<file path="src/hdl/tpnuc_pkg.sv">
// ----------------------------------------------------------------------------
// tpnuc_pkg: shared types and constants
// Types, mode codes and sizes for the two-point correction block.
// ----------------------------------------------------------------------------
package tpnuc_pkg;

	localparam int unsigned PIXELS_DEF    = 65536;
	localparam int unsigned FRAC_BITS_DEF = 14;
	localparam int unsigned SUM_W         = 24;
	localparam int unsigned COEF_W        = 32;
	localparam int unsigned PIX_W         = 16;
	localparam int unsigned IDX_W         = 16;
	localparam int unsigned FC_W          = 9;
	localparam logic [15:0] FULL_SCALE    = 16'hFFFF;

	typedef enum logic [2:0] {
		MODE_CLEAR   = 3'd0,
		MODE_ADD_LO  = 3'd1,
		MODE_ADD_HI  = 3'd2,
		MODE_COMPUTE = 3'd3,
		MODE_CORRECT = 3'd4
	} mode_t;

	localparam logic CFG_FRAME_COUNT = 1'b0;
	localparam logic CFG_ENABLE      = 1'b1;

	typedef enum logic [2:0] {
		ST_IDLE,
		ST_READ,
		ST_EXEC,
		ST_DIV,
		ST_DIV_WAIT,
		ST_OUT
	} state_t;

	// Request to and answer from the shared divider.
	typedef struct packed {
		logic        start;
		logic [63:0] num;
		logic [25:0] den;
	} div_req_t;

	typedef struct packed {
		logic        done;
		logic [63:0] quo;
	} div_rsp_t;

endpackage

</file>
<file path="src/hdl/tpnuc_divider.sv">
// ----------------------------------------------------------------------------
// tpnuc_divider: radix-2 restoring divider
// Divides a 64-bit magnitude by a 26-bit magnitude, one quotient bit per cycle.
// ----------------------------------------------------------------------------
module tpnuc_divider
	import tpnuc_pkg::*;
(
	input  logic     clk,
	input  logic     arst_n,
	input  div_req_t req,
	output div_rsp_t rsp
);

	logic [63:0] quo_q;
	logic [26:0] rem_q;
	logic [25:0] den_q;
	logic [6:0]  cnt_q;
	logic        busy_q;
	logic        done_q;
	logic [27:0] trial;

	assign trial = {rem_q, quo_q[63]} - {2'b00, den_q};

	// Shift in one numerator bit per cycle and subtract when it fits.
	always_ff @(posedge clk or negedge arst_n) begin
		if (!arst_n) begin
			busy_q <= 1'b0;
			done_q <= 1'b0;
			cnt_q  <= '0;
		end else begin
			done_q <= 1'b0;
			if (req.start) begin
				busy_q <= 1'b1;
				cnt_q  <= 7'd64;
			end else if (busy_q) begin
				cnt_q <= cnt_q - 7'd1;
				if (cnt_q == 7'd1) begin
					busy_q <= 1'b0;
					done_q <= 1'b1;
				end
			end
		end
	end

	always_ff @(posedge clk) begin
		if (req.start) begin
			quo_q <= req.num;
			rem_q <= '0;
			den_q <= req.den;
		end else if (busy_q) begin
			if (!trial[27]) begin
				rem_q <= trial[26:0];
				quo_q <= {quo_q[62:0], 1'b1};
			end else begin
				rem_q <= {rem_q[25:0], quo_q[63]};
				quo_q <= {quo_q[62:0], 1'b0};
			end
		end
	end

	assign rsp.done = done_q;
	assign rsp.quo  = quo_q;

	// Completion must follow each start.
	a_done_after_start: assert property (@(posedge clk) disable iff (!arst_n)
		req.start |-> ##65 done_q) else $error("divider done late");
	a_no_restart: assert property (@(posedge clk) disable iff (!arst_n)
		busy_q |-> !req.start) else $error("divider restarted while busy");

endmodule

</file>
<file path="config.mk">
export PLATFORM = sky130hd
export DESIGN_NAME = tpnuc_divider
export DESIGN_NICKNAME = d
export VERILOG_FILES = /design/src/hdl/tpnuc_pkg.sv /design/src/hdl/tpnuc_divider.sv
export SDC_FILE = /design/constraint.sdc
export NUM_CORES = 1
export LEC_CHECK = 0
export ABC_AREA = 0
export ABC_CLOCK_PERIOD_IN_PS = 3900
export BUFFER_PORTS_ARGS = -buffer_cell sky130_fd_sc_hd__buf_2
export CAP_MARGIN = 25
export CORE_MARGIN = 2
export CORE_UTILIZATION = 54
export DETAILED_ROUTE_END_ITERATION = 10
export GPL_TIMING_DRIVEN = 0
export PLACE_DENSITY = 0.83
export RECOVER_POWER = 25
export SETUP_SLACK_MARGIN = 0.3
export SYNTH_ARGS = -nofsm -noshare
export SYNTH_HDL_FRONTEND = slang
export SYNTH_SLANG_ARGS = --single-unit
</file>
<file path="constraint.sdc">
create_clock -name clk -period 3.9 [get_ports clk]
set_input_delay 0.39 -clock clk [delete_from_list [all_inputs] [get_ports clk]]
set_output_delay 0.39 -clock clk [all_outputs]
set_load 0.01 [all_outputs]
</file>
==> flow_metrics.env <==
export IMPL_power_w=0.00420
export IMPL_post_cts_buffers=0
export IMPL_cts_sinks=126
export IMPL_rsz0062_at_grt="false"
export IMPL_synth_cell_types=51
export IMPL_setup_violations=0
export IMPL_critPathKind="reg -> reg"
export IMPL_start_util_pct=55.3
export IMPL_cp_arrival_ps=3730
export IMPL_syn_cell_area_um2=6610
export IMPL_placed_cells=872
export IMPL_crit_fanout=4
export IMPL_p_comb_share_pct=18.9
export IMPL_fin_nets=867
export IMPL_skew_ps=8.41
export IMPL_maxSlewViolCount=0
export IMPL_dp_slack_ps=390
export IMPL_irDropWorstVdd_v=0.000353
export IMPL_finalWorstPathRequiredPeriod_ps=3390
export IMPL_async_reset_ff_share_pct=7.14
export IMPL_status="finished clean"
export IMPL_r2r_cells=12
export IMPL_grtUsageTotal_pct=24.9
export IMPL_worst_setup_path_end_kind="register"
export IMPL_busiest_layer="met2"
export IMPL_htreeDepth=4
export IMPL_synth_edff_count=90
export IMPL_drive_gt1_share_pct=33.5
export IMPL_fin_cells=905
export IMPL_max_slew_margin_rel_pct=47.3
export IMPL_drt_iter0_drc=364
export IMPL_power_leakage_nw=3.68
export IMPL_grt_use_met2_pct=43.2
export IMPL_area_growth_pct=24.4
export IMPL_period_share_pct=87.0
export IMPL_hold_class="in -> reg"
export IMPL_grt_overflow=0
export IMPL_multi_input_area_um2=2910
export IMPL_port_buffers=157
export IMPL_clockBufferDepth=2
export IMPL_ys_warn_count=0
export IMPL_antenna_found_initial=0
export IMPL_cp_required_ps=4230
export IMPL_drt_pass1_iterations=5
export IMPL_syn_inst=567
export IMPL_switchingPower_w=0.00111
export IMPL_drc=0
export IMPL_antenna_left=0
export IMPL_dieArea_um2=13100
export IMPL_row_count=40
export IMPL_ys_seq_area_share_pct=52.5
export IMPL_coreArea_um2=12000
export IMPL_timing_final_ws_setup_ps=506
export IMPL_use_met1_pct=29.3
export IMPL_vias=5099
export IMPL_place_congestion=0.922
export IMPL_fin_util_pct=68.8
export IMPL_cap_violations=0
export IMPL_fmax_mhz=295
export IMPL_startpoint_type="register"
export IMPL_cts_tree="done"
export IMPL_place_hpwl_um=11500
export IMPL_grt_pass1_wl_um=25300
export IMPL_grt_max_degree=36
export IMPL_cts_root_buf="clkbuf_16"
export IMPL_holdPathStages=1
export IMPL_ys_flop_type="edfxtp_1"
export IMPL_powerDensity_nw_per_um2=510
export IMPL_wire_per_inst_um=17.4
export IMPL_intPower_w=0.00308
export IMPL_drt_total_wl_um=15800
export IMPL_ios=158
export IMPL_clk_pin_slew_worst_paths_ps=60
export IMPL_cts_inserted_buffers=17
export IMPL_hold_violations=0
export IMPL_diodes=0
export IMPL_n_fill_cell=860
export IMPL_switching_share_pct=26.5
export IMPL_synth_nets=689
export IMPL_via_per_inst=5.63
export IMPL_fp_dieH_um=115
export IMPL_grt_pass1_vias=5343
export IMPL_syn_area_per_cell_um2=11.7
export IMPL_ys_ff_latch=126
export IMPL_seq_power_share_pct=41.4
export IMPL_clockPowerShare_pct=39.7
export IMPL_tightest_slew_ps=787
export IMPL_clk_latency_ps=410
export IMPL_seqCellArea_um2=3470
export IMPL_met3_usage_pct=9.16
export IMPL_die_w_um=115
## final timing paths
check,from,to,slack [ps]
max,quo_q[63]$_DFFE_PP_,rem_q[26]$_SDFFE_PP0P_,510
min,req[25],den_q[25]$_DFFE_PP_,150
max reg2reg,quo_q[63]$_DFFE_PP_,rem_q[26]$_SDFFE_PP0P_,510
min reg2reg,rem_q[18]$_SDFFE_PP0P_,rem_q[18]$_SDFFE_PP0P_,500
max in group asynchronous,arst_n,cnt_q[2]$_DFFE_PN0P_,3020
min in group asynchronous,arst_n,cnt_q[5]$_DFFE_PN0P_,510
## placed cells by master, fill, tap and decap left out, types with 5 or more instances in the layout
cell / n
xnor2_1: 12
inv_1: 33
or3_1: 5
mux2i_1: 21
o211ai_1: 7
a211oi_1: 22
dfrtp_1: 9
a21oi_1: 23
nor3_1: 7
mux2_2: 65
o21ai_0: 17
clkbuf_1: 32
a21o_1: 12
buf_2: 149
clkbuf_16: 17
nor2_1: 44
a31oi_1: 6
dfxtp_1: 27
ha_1: 28
xor2_1: 13
edfxtp_1: 90
nand2_1: 34
nand3_1: 12
## per-stage QoR
step	hold slack (ps)	TNS, ps	area (µm²)
after floorplan	94.4	0	6610
after global placement	255	-24390	7580
after detailed placement	259	0	7600
after CTS	141	0	8230
after global routing	131	0	8230
final	154	0	8230
## cells in the mapped netlist (3+ instances only)
master / instances / area, µm²
a211oi_1: 23 / 173
a21o_1: 12 / 90.1
a21oi_1: 23 / 115
a31o_2: 4 / 35.0
a31oi_1: 6 / 37.5
and3_1: 3 / 18.8
buf_1: 4 / 15.0
buf_2: 4 / 20.0
clkbuf_1: 16 / 60.1
dfrtp_1: 9 / 225
dfxtp_1: 27 / 541
edfxtp_1: 90 / 2700
ha_1: 28 / 350
inv_1: 34 / 128
mux2_2: 65 / 732
mux2i_1: 21 / 210
nand2_1: 34 / 128
nand3_1: 12 / 60.1
nor2_1: 44 / 165
nor2b_1: 3 / 18.8
nor3_1: 7 / 35.0
nor4_1: 3 / 18.8
o211ai_1: 7 / 52.6
o21a_1: 3 / 22.5
o21ai_0: 17 / 85.1
o21bai_1: 3 / 22.5
o31a_1: 3 / 26.3
o31ai_1: 4 / 30.0
or3_1: 5 / 31.3
xnor2_1: 12 / 105
xor2_1: 13 / 114
## power by group through the flow
stage / registers, W / clock network, W / logic [W]
finish: 0.00174 / 0.00167 / 0.000793
global route: 0.00176 / 0.00174 / 0.000875
CTS: 0.00174 / 0.00168 / 0.000793
detailed placement: 0.00176 / 0 / 0.000785
global placement: 0.00175 / 0 / 0.000755
floorplan: 0.00178 / 0 / 0.000482
## state kept, by name, summed over array words and instances, names as in the netlist
| register | flops |
|---|---|
| done_q | 1 |
| quo_q | 64 |
| cnt_q | 7 |
| rem_q | 27 |
| den_q | 26 |
| busy_q | 1 |
## worst max-delay path, stage by stage, from the launching register on
cell and delay, ps:
edfxtp_1 380, inv_1 110, ha_1 200, inv_1 60, fa_1 440, a211oi_2 240
o211ai_1 140, a31o_2 300, a211oi_4 340, nor2_1 160, a31o_2 290, or4_1 480
a31oi_1 180
## area by class of cell
type                       instances  share of cell area [%]
timing repair buffer             159                    9.73
clock buffer                      22                    5.52
sequential                       126                    42.2
multi-input combinational        381                    35.4
inverter                          34                    1.55
clock inverter                    10                    1.99
buffer                            26                    1.38
tap                              147                    2.24
## logic make-up after synthesis
kind of cell	after synthesis	synth area share, %
DFF	126	52.5
and+or+nand+nor	123	8.50
AOI/OAI and AO/OA	118	12.2
muxes	86	14.3
buffers and inverters	60	3.65
adders and majority gates	29	5.60
xor gates and xnor gates	25	3.31
## layer usage
metal  up-vias  part of all wire, %  wire length (µm)
met4         0                  1.2               186
met2       185                   52              8160
met1      2428                   40              6230
met5         -                    0                 0
li1       2468                    -                 -
met3        18                  7.6              1190
## what timing repair did
item / in CTS / in global routing
gates resized for setup: 0 / 2
setup endpoints to repair: 0 / 1
endpoints found under the hold margin: 9 / 0
hold buffers: 1 / 0
(Power assumes the default switching activity.)
